[config.mk]
export PLATFORM = sky130hd
export DESIGN_NAME = teletext_enhancement_triplet_decoder_top
export DESIGN_NICKNAME = d
export VERILOG_FILES = /design/src/rtl/ttx_pkg.sv /design/src/rtl/ttx_front.sv /design/src/rtl/ttx_queue.sv /design/src/rtl/ttx_back.sv /design/src/rtl/teletext_enhancement_triplet_decoder_top.sv
export SDC_FILE = /design/constraint.sdc
export NUM_CORES = 1
export LEC_CHECK = 0
export BUFFER_PORTS_ARGS = -buffer_cell sky130_fd_sc_hd__buf_2
export CAP_MARGIN = 30
export CORE_UTILIZATION = 59
export DETAILED_ROUTE_END_ITERATION = 6
export PLACE_DENSITY = 0.81
export SLEW_MARGIN = 20
export SYNTH_ARGS = -nofsm -noshare
export SYNTH_HDL_FRONTEND = slang
export SYNTH_HIERARCHICAL = 1
export SYNTH_SLANG_ARGS = --single-unit
[constraint.sdc]
create_clock -name clk -period 3.7 [get_ports clk]
set_input_delay 0.37 -clock clk [delete_from_list [all_inputs] [get_ports clk]]
set_output_delay 0.37 -clock clk [all_outputs]
set_load 0.02 [all_outputs]
[src/rtl/ttx_pkg.sv]
// Shared types, constants and decode functions for the triplet decoder.
// No dependencies; used by every module of the block.
`default_nettype none

package ttx_pkg;

	localparam int QDEPTH = 4;
	localparam int QPTR_W = $clog2(QDEPTH);

	localparam logic [2:0] KIND_NONE   = 3'd0;
	localparam logic [2:0] KIND_G2     = 3'd1;
	localparam logic [2:0] KIND_AT     = 3'd2;
	localparam logic [2:0] KIND_ACCENT = 3'd3;
	localparam logic [2:0] KIND_G0     = 3'd4;

	localparam logic [5:0] ADDR_ROWGRP   = 6'h28;
	localparam logic [4:0] MODE_ROWADDR  = 5'h04;
	localparam logic [4:0] MODE_G2       = 5'h0f;
	localparam logic [4:0] MODE_AT       = 5'h10;
	localparam logic [4:0] MODE_DIAC_LO  = 5'h11;
	localparam logic [4:0] MODE_DIAC_HI  = 5'h1f;
	localparam logic [4:0] ROW_ZERO_MAP  = 5'd24;

	typedef struct packed {
		logic        ok;
		logic [17:0] data;
	} ham_t;

	// decoded triplet as it sits in the queue
	typedef struct packed {
		logic       packet_start;
		logic       uncorrectable;
		logic [5:0] addr;
		logic [4:0] mode;
		logic [6:0] data;
	} trip_t;

	typedef struct packed {
		logic [2:0] kind;
		logic [4:0] row;
		logic [5:0] column;
		logic [6:0] char_index;
		logic [3:0] accent_index;
		logic [5:0] letter_index;
		logic       uncorrectable;
		logic       terminated;
	} res_t;

	function automatic logic [7:0] rev8(input logic [7:0] b);
		logic [7:0] r;
		for (int i = 0; i < 8; i++)
			r[7-i] = b[i];
		return r;
	endfunction

	// Hamming 24/18: single error corrected, double error flagged
	function automatic ham_t ham_decode(input logic [23:0] w);
		ham_t       r;
		logic [5:0] test;
		logic [5:0] fidx;
		logic [23:0] wc;
		test = '0;
		for (int i = 0; i < 23; i++)
			if (w[i])
				test ^= 6'(i + 33);
		if (w[23])
			test ^= 6'h20;
		wc = w;
		r.ok = 1'b1;
		fidx = 6'd30 - test;
		if (test[4:0] != 5'h1f) begin
			if (test[5])
				r.ok = 1'b0;
			else
				for (int i = 0; i < 24; i++)
					if (fidx == 6'(i))
						wc[i] = ~wc[i];
		end
		r.data = {wc[22:16], wc[14:8], wc[6:4], wc[2]};
		return r;
	endfunction

endpackage

`default_nettype wire

[src/rtl/ttx_front.sv]
// Front end: bit reversal, Hamming 24/18 decode and field split of a triplet.
// Depends on ttx_pkg.
`default_nettype none

module ttx_front (
	input  wire logic [23:0]   raw,
	input  wire logic          packet_start,
	output ttx_pkg::trip_t     trip
);

	logic [23:0]   word;
	ttx_pkg::ham_t ham;

	assign word = {ttx_pkg::rev8(raw[23:16]), ttx_pkg::rev8(raw[15:8]),
		ttx_pkg::rev8(raw[7:0])};
	assign ham = ttx_pkg::ham_decode(word);

	always_comb begin
		trip.packet_start  = packet_start;
		trip.uncorrectable = ~ham.ok;
		trip.addr          = ham.data[5:0];
		trip.mode          = ham.data[10:6];
		trip.data          = ham.data[17:11];
	end

endmodule

`default_nettype wire

[src/rtl/ttx_queue.sv]
// Short register queue between the decode front end and the back end.
// Depends on ttx_pkg.
`default_nettype none

module ttx_queue (
	input  wire logic           clk,
	input  wire logic           arst_n,
	input  wire logic           push,
	input  ttx_pkg::trip_t      push_data,
	output logic                full,
	input  wire logic           pop,
	output logic                nonempty,
	output ttx_pkg::trip_t      head
);

	ttx_pkg::trip_t                  mem_q [ttx_pkg::QDEPTH];
	logic [ttx_pkg::QPTR_W-1:0]      wr_q;
	logic [ttx_pkg::QPTR_W-1:0]      rd_q;
	logic [ttx_pkg::QPTR_W:0]        cnt_q;

	assign full     = (cnt_q == (ttx_pkg::QPTR_W+1)'(ttx_pkg::QDEPTH));
	assign nonempty = (cnt_q != '0);
	assign head     = mem_q[rd_q];

	always_ff @(posedge clk or negedge arst_n) begin
		if (!arst_n) begin
			wr_q  <= '0;
			rd_q  <= '0;
			cnt_q <= '0;
		end else begin
			if (push)
				wr_q <= wr_q + 1'b1;
			if (pop)
				rd_q <= rd_q + 1'b1;
			if (push && !pop)
				cnt_q <= cnt_q + 1'b1;
			else if (pop && !push)
				cnt_q <= cnt_q - 1'b1;
		end
	end

	always_ff @(posedge clk) begin
		if (push)
			mem_q[wr_q] <= push_data;
	end

endmodule

`default_nettype wire

[src/rtl/ttx_back.sv]
// Back end: row/stop state, replacement classification and output register.
// Depends on ttx_pkg.
`default_nettype none

module ttx_back (
	input  wire logic           clk,
	input  wire logic           arst_n,
	input  wire logic           in_valid,
	input  ttx_pkg::trip_t      trip,
	output logic                take,
	output logic                out_valid,
	input  wire logic           out_ready,
	output ttx_pkg::res_t       res
);

	logic [4:0]    row_q;
	logic          stop_q;
	logic          out_valid_q;
	ttx_pkg::res_t res_q;

	logic [4:0]    row_eff, row_nxt;
	logic          stop_eff, stop_nxt;
	logic          rowgrp, diac;
	ttx_pkg::res_t res_d;

	assign take      = in_valid && (!out_valid_q || out_ready);
	assign out_valid = out_valid_q;
	assign res       = res_q;

	always_comb begin
		// packet start clears state before the triplet is applied
		row_eff  = trip.packet_start ? 5'd0 : row_q;
		stop_eff = trip.packet_start ? 1'b0 : stop_q;
		row_nxt  = row_eff;
		stop_nxt = stop_eff;
		rowgrp   = (trip.addr >= ttx_pkg::ADDR_ROWGRP);
		diac     = (trip.mode >= ttx_pkg::MODE_DIAC_LO) && (trip.mode <= ttx_pkg::MODE_DIAC_HI);
		res_d    = '0;
		if (trip.uncorrectable) begin
			res_d.uncorrectable = 1'b1;
			res_d.terminated    = stop_eff;
		end else if (stop_eff) begin
			res_d.terminated = 1'b1;
		end else if (rowgrp) begin
			if (trip.mode == ttx_pkg::MODE_ROWADDR)
				row_nxt = (trip.addr == ttx_pkg::ADDR_ROWGRP) ? ttx_pkg::ROW_ZERO_MAP
					: 5'(trip.addr - ttx_pkg::ADDR_ROWGRP);
			if (diac) begin
				stop_nxt         = 1'b1;
				res_d.terminated = 1'b1;
			end
		end else if (trip.mode == ttx_pkg::MODE_G2) begin
			if (trip.data > 7'h1f) begin
				res_d.kind       = ttx_pkg::KIND_G2;
				res_d.char_index = trip.data - 7'h20;
			end
		end else if (trip.mode == ttx_pkg::MODE_AT) begin
			if (trip.data == 7'h40)
				res_d.kind = ttx_pkg::KIND_AT;
		end else if (diac) begin
			if (trip.data >= 7'h41 && trip.data <= 7'h5a) begin
				res_d.kind         = ttx_pkg::KIND_ACCENT;
				res_d.accent_index = 4'(trip.mode - ttx_pkg::MODE_DIAC_LO);
				res_d.letter_index = 6'(trip.data - 7'h41);
			end else if (trip.data >= 7'h61 && trip.data <= 7'h7a) begin
				res_d.kind         = ttx_pkg::KIND_ACCENT;
				res_d.accent_index = 4'(trip.mode - ttx_pkg::MODE_DIAC_LO);
				res_d.letter_index = 6'(trip.data - 7'h47);
			end else if (trip.data >= 7'h20) begin
				res_d.kind       = ttx_pkg::KIND_G0;
				res_d.char_index = trip.data - 7'h20;
			end
		end
		if (res_d.kind != ttx_pkg::KIND_NONE)
			res_d.column = trip.addr;
		res_d.row = row_nxt;
	end

	always_ff @(posedge clk or negedge arst_n) begin
		if (!arst_n) begin
			row_q       <= '0;
			stop_q      <= 1'b0;
			out_valid_q <= 1'b0;
		end else begin
			if (take) begin
				row_q       <= row_nxt;
				stop_q      <= stop_nxt;
				out_valid_q <= 1'b1;
			end else if (out_ready) begin
				out_valid_q <= 1'b0;
			end
		end
	end

	always_ff @(posedge clk) begin
		if (take)
			res_q <= res_d;
	end

endmodule

`default_nettype wire

[src/rtl/teletext_enhancement_triplet_decoder_top.sv]
// Teletext enhancement triplet decoder: one triplet in, one result out per
// transfer. The front end bit-reverses and Hamming 24/18 decodes the triplet in
// the accepting cycle and writes it to a four-entry queue; the back end applies
// row/termination state and classifies the replacement into an output register.
// Throughput is one triplet per clock when the output is taken every cycle; a
// result is registered at the output as its triplet is taken from the queue.
// Input and output stall independently, the queue absorbing up to four triplets
// plus one held result.
// Depends on ttx_pkg, ttx_front, ttx_queue, ttx_back.
`default_nettype none

module teletext_enhancement_triplet_decoder_top (
	input  wire logic        clk,
	input  wire logic        arst_n,
	input  wire logic        s_tvalid,
	output logic             s_tready,
	input  wire logic [23:0] s_tdata,  // byte_first[7:0], byte_second[15:8], byte_third[23:16]
	input  wire logic        s_tuser,  // packet_start
	output logic             m_tvalid,
	input  wire logic        m_tready,
	output logic [31:0]      m_tdata,  // row[4:0], column[10:5], char_index[17:11],
	                                   // accent_index[21:18], letter_index[27:22], zero[31:28]
	output logic [4:0]       m_tuser   // kind[2:0], uncorrectable[3], terminated[4]
);

	ttx_pkg::trip_t trip_in, trip_head;
	ttx_pkg::res_t  res;
	logic           q_full, q_nonempty, q_pop;

	ttx_front u_front (
		.raw          (s_tdata),
		.packet_start (s_tuser),
		.trip         (trip_in)
	);

	assign s_tready = !q_full;

	ttx_queue u_queue (
		.clk       (clk),
		.arst_n    (arst_n),
		.push      (s_tvalid && !q_full),
		.push_data (trip_in),
		.full      (q_full),
		.pop       (q_pop),
		.nonempty  (q_nonempty),
		.head      (trip_head)
	);

	ttx_back u_back (
		.clk       (clk),
		.arst_n    (arst_n),
		.in_valid  (q_nonempty),
		.trip      (trip_head),
		.take      (q_pop),
		.out_valid (m_tvalid),
		.out_ready (m_tready),
		.res       (res)
	);

	assign m_tdata = {4'd0, res.letter_index, res.accent_index, res.char_index,
		res.column, res.row};
	assign m_tuser = {res.terminated, res.uncorrectable, res.kind};

endmodule

`default_nettype wire

== Yosys cells after proc, flatten, opt, wreduce, memory -nomap -nowiden ==
Memory sizes are Yosys's and may differ from the RTL's.
Cells that the tools add are included.
Cells by class
  $add $sub $neg: 10
  order comparisons: 9
  equal/unequal tests: 29
  muxes and demuxes: 89
  bitwise operators: 48
  reduce and logical (&&, ||, !) cells: 19
Operators with widths (number)
  $mux 6: 24
  $eq 6x4->1 const B: 8
  $mux 23: 2
  $eq 6x5->1 const B: 7
  $mux 1: 36
  $mux 7: 5
  $mux 17: 2
  $mux 3: 11
  $mux 5: 6
  $not 4->4: 7
  $not 3->3: 9
  $not 1->1: 26
  $eq 6x3->1 const B: 4
  $mux 10: 2
  $ge 7x7->1 const B: 2
  $le 7x7->1 const B: 2
  $eq 6x2->1 const B: 2
  $not 5->5: 2
  $not 2->2: 4
  $eq 7x7->1 const B: 1
  $ge 7x6->1 const B: 1
  $gt 7x5->1 const B: 1
  $logic_and 1x1->1: 7
  $sub 7x6->7 const B: 1
  other kinds (26): 32
Word-level totals
  bits in registers: 47
  bits in writable memories: 80
  word-level logic and storage cells: 219
  memories: 1
Memories
  u_queue.mem_q: depth 4, bits a word 20, rd ports 1, clocked after Yosys merged registers in 0, write ports 1, RTL line ttx_queue.sv:16  | ttx_pkg::trip_t mem_q [ttx_pkg::QDEPTH];

== Depth between registers and ports, before layout ==
Gate-level depths: netlist of run 1.
  depth in word-level cells: 52
  gate-level depth with buffers: 11
  gate-level depth less buffers: 10

== Hierarchy ==
The synthesis of run 1 kept the hierarchy.
By module, submodules not included
  ttx_queue: times used 1, cells an instance 138, area an instance 3284.4 µm²
  ttx_back: times used 1, cells an instance 202, area an instance 2284.7 µm²
  ttx_front: times used 1, cells an instance 93, area an instance 935.9 µm²
  teletext_enhancement_triplet_decoder_top: times used 1, cells an instance 7, area an instance 43.8 µm²

== Worst setup path after synthesis of run 1 ==
No wires, ideal clock.
  path type: register -> register
  from: reg u_queue/rd_q[0] (netlist bit)
  to: reg u_back.res_q, in the netlist u_back/res[12], data pin
  setup time: 0.131 ns
  arrival time: 2.801 ns
  data required time: 3.569 ns
  path slack: 0.768 ns
  cell stages (with the launch flop): 11
  buffers on the path: 1
  period minus slack after synthesis: 2.932 ns
  path through: dfrtp_1 > buf_6 > mux4_2 > inv_1 > ha_1 > o2111ai_1 > a22oi_2 > a21oi_2 > or4b_4 > a21oi_4 > and2_1
RTL lines
  from (decl): RTL line ttx_queue.sv:18  | logic [ttx_pkg::QPTR_W-1:0] rd_q;
  from (signal assigned): RTL line ttx_queue.sv:34  | rd_q <= rd_q + 1'b1;
  to (signal assigned): RTL line ttx_back.sv:97  | res_q <= res_d;
  to (decl): RTL line ttx_back.sv:19  | ttx_pkg::res_t res_q;

==> results of run 1 <==
[sequential cells by signal, summed over array words and instances (netlist names)]
name / count
u_queue/cnt_q: 3
u_back/out_valid: 1
u_queue/wr_q: 2
u_back/row_q: 5
u_queue/mem_q: 80
u_back/res: 33
u_queue/rd_q: 2
u_back/stop_q: 1
[where the power goes]
group / total [mW] / internal, mW / switching, mW
Clock: 1.57 / 0.964 / 0.605
Sequential: 2.29 / 2.13 / 0.155
Combinational: 3.19 / 1.24 / 1.94
[cell families (layout without fill, tap and decap cells)]
group	after synthesis	in the layout	share of synthesized area [%]
buffers and inverters	32	124	2.56
DFF	127	127	57.2
adders and majority gates	20	20	3.94
muxes	29	29	8.58
other	1	4	0.0573
AOI/OAI and AO/OA	55	55	6.02
and+or+nand+nor	114	114	10.2
xor gates and xnor gates	62	62	11.4
[worst max-delay path, stage by stage, from the launching register on]
cell      delay, ns
dfrtp_1        0.35
buf_4          0.21
mux4_1         0.68
ha_1           0.26
nand4b_1       0.21
nor4b_1        0.54
a41oi_2        0.15
a211o_1        0.35
o21a_1         0.20
a21boi_0       0.23
[metrics by stage]
| step | hold WS, ns | util [%] | total power [mW] | setup WS, ns | cell area (µm²) |
|---|---|---|---|---|---|
| floorplan | 0.0744 | - | 4.68 | 0.768 | 6560 |
| global placement | 0.295 | 64.5 | 5.30 | 0.550 | 7000 |
| detailed placement | 0.303 | 64.8 | 5.41 | 0.401 | 7030 |
| CTS | 0.0542 | 70.2 | 7.06 | 0.357 | 7610 |
| global route | 0.0532 | 70.5 | 7.49 | 0.0866 | 7640 |
| finish | 0.0763 | 70.5 | 7.04 | 0.343 | 7640 |
[cell usage in the layout, fill, tap and decap left out, types with 16 or more instances in the layout]
cell       count
ha_1          19
nor2_1        24
edfxtp_1     113
xnor2_1       32
nand2_1       16
mux4_2        18
xor2_1        16
buf_2         63
clkbuf_16     16
inv_1         17
[routing by layer]
layer / track usage, % / wire length (µm) / vias up
li1: - / - / 1819
met1: 28.9 / 5190 / 1854
met2: 38.5 / 6290 / 153
met3: 5.57 / 653 / 19
met4: 9.59 / 166 / 0
met5: 0 / 0 / -
[cell type report]
class,instances,area [µm²]
fill,711,3200
tap,140,175
multi-input combinational,284,2650
inverter,18,67.6
clock buffer,17,414
sequential,127,3740
timing repair buffer,74,427
clock inverter,15,163
[worst max-delay path by stage]
| stage | start | cells after the start | slack (ns) | endpoint |
|---|---|---|---|---|
| after global placement | u_queue/rd_q[1] | 9 | 0.55 | u_back/res[5] |
| after floorplan | u_queue/rd_q[0] | 10 | 0.77 | u_back/res[12] |
| final | u_queue/rd_q[0] | 9 | 0.34 | u_back/res[22] |
| after global routing | u_queue/rd_q[0] | 9 | 0.09 | u_back/res[19] |
| after detailed placement | u_queue/rd_q[0] | 9 | 0.40 | u_back/res[22] |
| after CTS | u_queue/rd_q[0] | 9 | 0.36 | u_back/res[22] |
==> impl_metrics.toml, run 1 <==
[cts]
post_cts_buffers = 0
cts_buffer_depth = 2
clock_sinks = 127
ctsRootBufferMaster = "clkbuf_8"
clock_latency_ns = 0.51
numCtsBuffers = 17
path_clk_slew_ns = 0.06
hold_buffers = 1
cts_resized = 0
cts_max_level = 4
cts_tree = "done"

[cells_and_area]
drive_gt1_share_pct = 30.1
n_antenna_cell = 0
nets = 571
stdcell_count = 675
area_growth_pct = 16.6

[sta]
tns_ns = 0
period_share_pct = 90.7
fmax_mhz = 298
slew_violations = 0
post-route-min-period_ns = 3.36
setup_violations = 0
clock_skew_ns = 0.00714
slew_headroom_pct = 48.2
worstMarginPinSlew_ns = 0.771
finalHoldViolCount = 0
rsz0062_at_grt = "false"

[die]
die_w_um = 107
core.rowCount = 38
pin_count = 68
dieArea_um2 = 11500
fp.dieH_um = 107
initial_utilization_pct = 60.4
coreArea_um2 = 10800

[synth]
synth_ff_type = "edfxtp_1"
syn-instance-count = 440
synth_top_area_cell = "edfxtp_1"
yosysMostFrequentCell = "edfxtp_1"
synthTopCellsByCount = "edfxtp_1 (113), xnor2_1 (32), nor2_1 (24)"
async_flop_share_pct = 11.0
synth_area_um2 = 6550
ys_seq_area_share_pct = 57.2
synth_top_area_share_pct = 51.8
synth.avg_cell_area_um2 = 14.9
ys_warn_count = 6
synth_area_leaders = "edfxtp_1 (52%), mux4_2 (6.2%), dfrtp_1 (5.3%)"
synth_cell_types = 71
synth-seq-cells = 127
synth-edff-count = 113

[drt]
ant_nets = 0
vias = 3845
drt-wirelength-per-cell_um = 18.2
post-route-drc-count = 1
wirelength_um = 12300
drt_iter0_drc = 219
via_per_inst = 5.70
dr.pass1.iters = 7

[worst_hold_path]
hold_start = "s_tuser"
min_path_type = "primary input to flip-flop"
hold_end = "u_queue/mem_q[3][19]"
hold_path_depth = 1

[run_status]
violations = "design-rule violations"
outcome = "complete, but fails checks"

[grt]
grt_max_degree = 43
grt_pass1_vias = 3908
grt_pass1_wl_um = 19700
gr-usage-all-layers_pct = 23.1
antenna_found_initial = 0
grt_overflow = 0

[worst_setup_path]
timing.rr.end = "u_back/res[22]"
reg2reg_depth = 9
crit_required_ns = 4.03
rr_startpoint = "u_queue/rd_q[0]"
r2r_slack_ns = 0.34
arrival_ns = 3.69
path_max_fanout = 8
worst-setup-path-type = "flip-flop to flip-flop"
endpoint_kind = "flip-flop"
setup.worst_path.start_class = "flip-flop"

[power]
p_leak_nw = 2.94
vdd_drop_max_mv = 0.531
p_per_area_nw_per_um2 = 922

[placement]
dp_cells = 640
globalplace.congestion = 0.827
port_buffers = 63
dp_hpwl_um = 8270

[run]
cap_violations = 0
Power figures use the tool's default switching activity.
==> run 2, diff against run 1 <==
Settings changed: CORE_UTILIZATION 59 to 41, PLACE_DENSITY 0.81 to 0.62.
Clock period 3.7 ns to 3.07 ns, I/O delays scaled along.
==> run 2 against run 1 <==
- the flow now finishes without violations
- fmax is 16% higher
- wire length is 0.11% lower
- final cell count is 13% higher
- total power is 27% higher
- sequential power is 18% higher
- critical path depth is 2 higher
- via count is 0.47% lower
- critical path type unchanged
==> impl_metrics.toml, run 2 (same netlist as run 1, synthesis figures left out) <==
[die]
coreArea_um2 = 15400
initial_utilization_pct = 42.6
pin_count = 68
fp.dieH_um = 128
core.rowCount = 45
die_w_um = 128
dieArea_um2 = 16500

[cts]
cts_buffer_depth = 2
ctsRootBufferMaster = "clkbuf_16"
cts_max_level = 4
path_clk_slew_ns = 0.06
clock_latency_ns = 0.40
numCtsBuffers = 17
cts_tree = "done"
clock_sinks = 127

[worst_setup_path]
crit_required_ns = 3.30
worst-setup-path-type = "flip-flop to flip-flop"
cpPeakStageDelay_ns = 0.60
setup.worst_path.start_class = "flip-flop"
path_max_fanout = 11
endpoint_kind = "flip-flop"
worstPathCellList = "buf_12, mux4_2, inv_2, ha_1, nor4b_4, nand3_1, a21o_2, buf_4, a211o_1, o21a_2, a21boi_0"
arrival_ns = 3.13
critPathSlowestCell = "mux4_2"

[grt]
grt_overflow = 0
grt_pass1_vias = 4004
grt_pass1_wl_um = 20100
antenna_found_initial = 0
gr-usage-all-layers_pct = 15.9
grt_max_degree = 42

[drt]
vias = 3827
post-route-drc-count = 0
drt_iter0_drc = 259
dr.pass1.iters = 4
wirelength_um = 12300
ant_nets = 0
via_per_inst = 5.01
drt-wirelength-per-cell_um = 16.1

[cells_and_area]
nets = 589
drive_gt1_share_pct = 32.5
largest_reg_flops = 80
stdcell_count = 764
largest-register = "u_queue/mem_q"
final_cell_mix = "edfxtp_1 (113), buf_2 (63), xnor2_1 (32), buf_4 (25), nor2_1 (22)"
fin_util_pct = 51.5
num-fill-cells = 1290
layout_commonest_cell = "edfxtp_1"
area_growth_pct = 20.8
n_antenna_cell = 0

[sta]
fmax_mhz = 345
worstMarginPinSlew_ns = 0.530
setup_violations = 0
slew_headroom_pct = 64.6
finalHoldViolCount = 0
period_share_pct = 94.4
post-route-min-period_ns = 2.90
clock_skew_ns = 0.00689
slew_violations = 0

[worst_hold_path]
min_path_type = "primary input to flip-flop"

[placement]
dp_cells = 728
globalplace.congestion = 0.829
dp_hpwl_um = 8770
port_buffers = 63

[power]
vdd_drop_max_mv = 0.564
p_leak_nw = 3.04
p_per_area_nw_per_um2 = 1130

[run]
cap_violations = 0

[run_status]
outcome = "complete, no violations"
-- run 2: changes by cell type in the layout (fill, tap and decap cells not counted), moves of 2 or more --
cell	previous run	this run
buf_12	0	2
nor2_2	0	2
inv_6	3	0
nor2_1	24	22
buf_4	6	25
clkinv_4	5	2
bufinv_16	2	4
buf_8	3	1
clkbuf_1	0	5
-- run 2: layout make-up --
type	instances	area (µm²)	share of cell area, %
clock buffer	22	444	5.61
clock inverter	10	163	2.06
inverter	18	67.6	0.854
multi-input combinational	284	2660	33.7
sequential	127	3740	47.3
tap	211	264	3.34
timing repair buffer	92	568	7.18
-- run 2: timing repair --
| action | CTS | global route |
|---|---|---|
| endpoints found under the setup margin | 0 | 17 |
| hold buffers | 1 | 0 |
| setup buffers | 0 | 3 |
| gates resized for setup | 0 | 11 |
| hold endpoints to repair | 14 | 0 |
-- run 2: layer usage --
layer / track usage, % / up-vias / part of all wire (%)
met5: 0 / - / 0
li1: - / 1841 / -
met3: 3.58 / 10 / 4.3
met1: 20.5 / 1866 / 45
met4: 4.43 / 0 / 0.94
met2: 27.1 / 110 / 49
-- run 2: worst max-delay path, delay by kind of cell (launching register included) --
kind            cells  cell delay, ns
mux                 1            0.60
simple gates        2            0.36
compound gates      4            0.87
buf+inv             3            0.41
fa+ha+maj           1            0.14
flops               1            0.36
-- run 2: metrics by stage --
| stage | area (µm²) | setup WS, ns | hold WS, ns | total power, mW | setup TNS, ns |
|---|---|---|---|---|---|
| final | 7910 | 0.172 | 0.124 | 8.93 | 0 |
| after CTS | 7870 | 0.0737 | 0.113 | 8.89 | 0 |
| after global routing | 7910 | -0.0421 | 0.124 | 9.50 | -0.130 |
| after detailed placement | 7250 | -0.0258 | 0.243 | 6.81 | -0.103 |
| after floorplan | 6560 | 0.138 | 0.0114 | 5.64 | 0 |
| after global placement | 7250 | 0.0849 | 0.229 | 6.70 | 0 |
-- run 2: path summary, 6_finish.rpt --
kind / endpoint / cells after the start / startpoint / slack (ns)
worst min register to register: u_back/stop_q / 1 / u_back/stop_q / 0.52
max in group asynchronous: u_queue/rd_q[0] / 2 / arst_n / 2.46
min in group asynchronous: u_back/out_valid / 2 / arst_n / 0.35
worst max-delay path: u_back/res[24] / 11 / u_queue/rd_q[0] / 0.17
worst min-delay path: u_queue/mem_q[0][19] / 1 / s_tuser / 0.12
worst max register to register: u_back/res[24] / 11 / u_queue/rd_q[0] / 0.17
-- run 2: power by group --
group | leakage [nW] | total (mW) | internal (mW) | switching (mW)
clock | 0.288 | 2.04 | 1.36 | 0.686
sequential | 1.24 | 2.71 | 2.57 | 0.139
combinational | 1.51 | 4.17 | 1.74 | 2.44
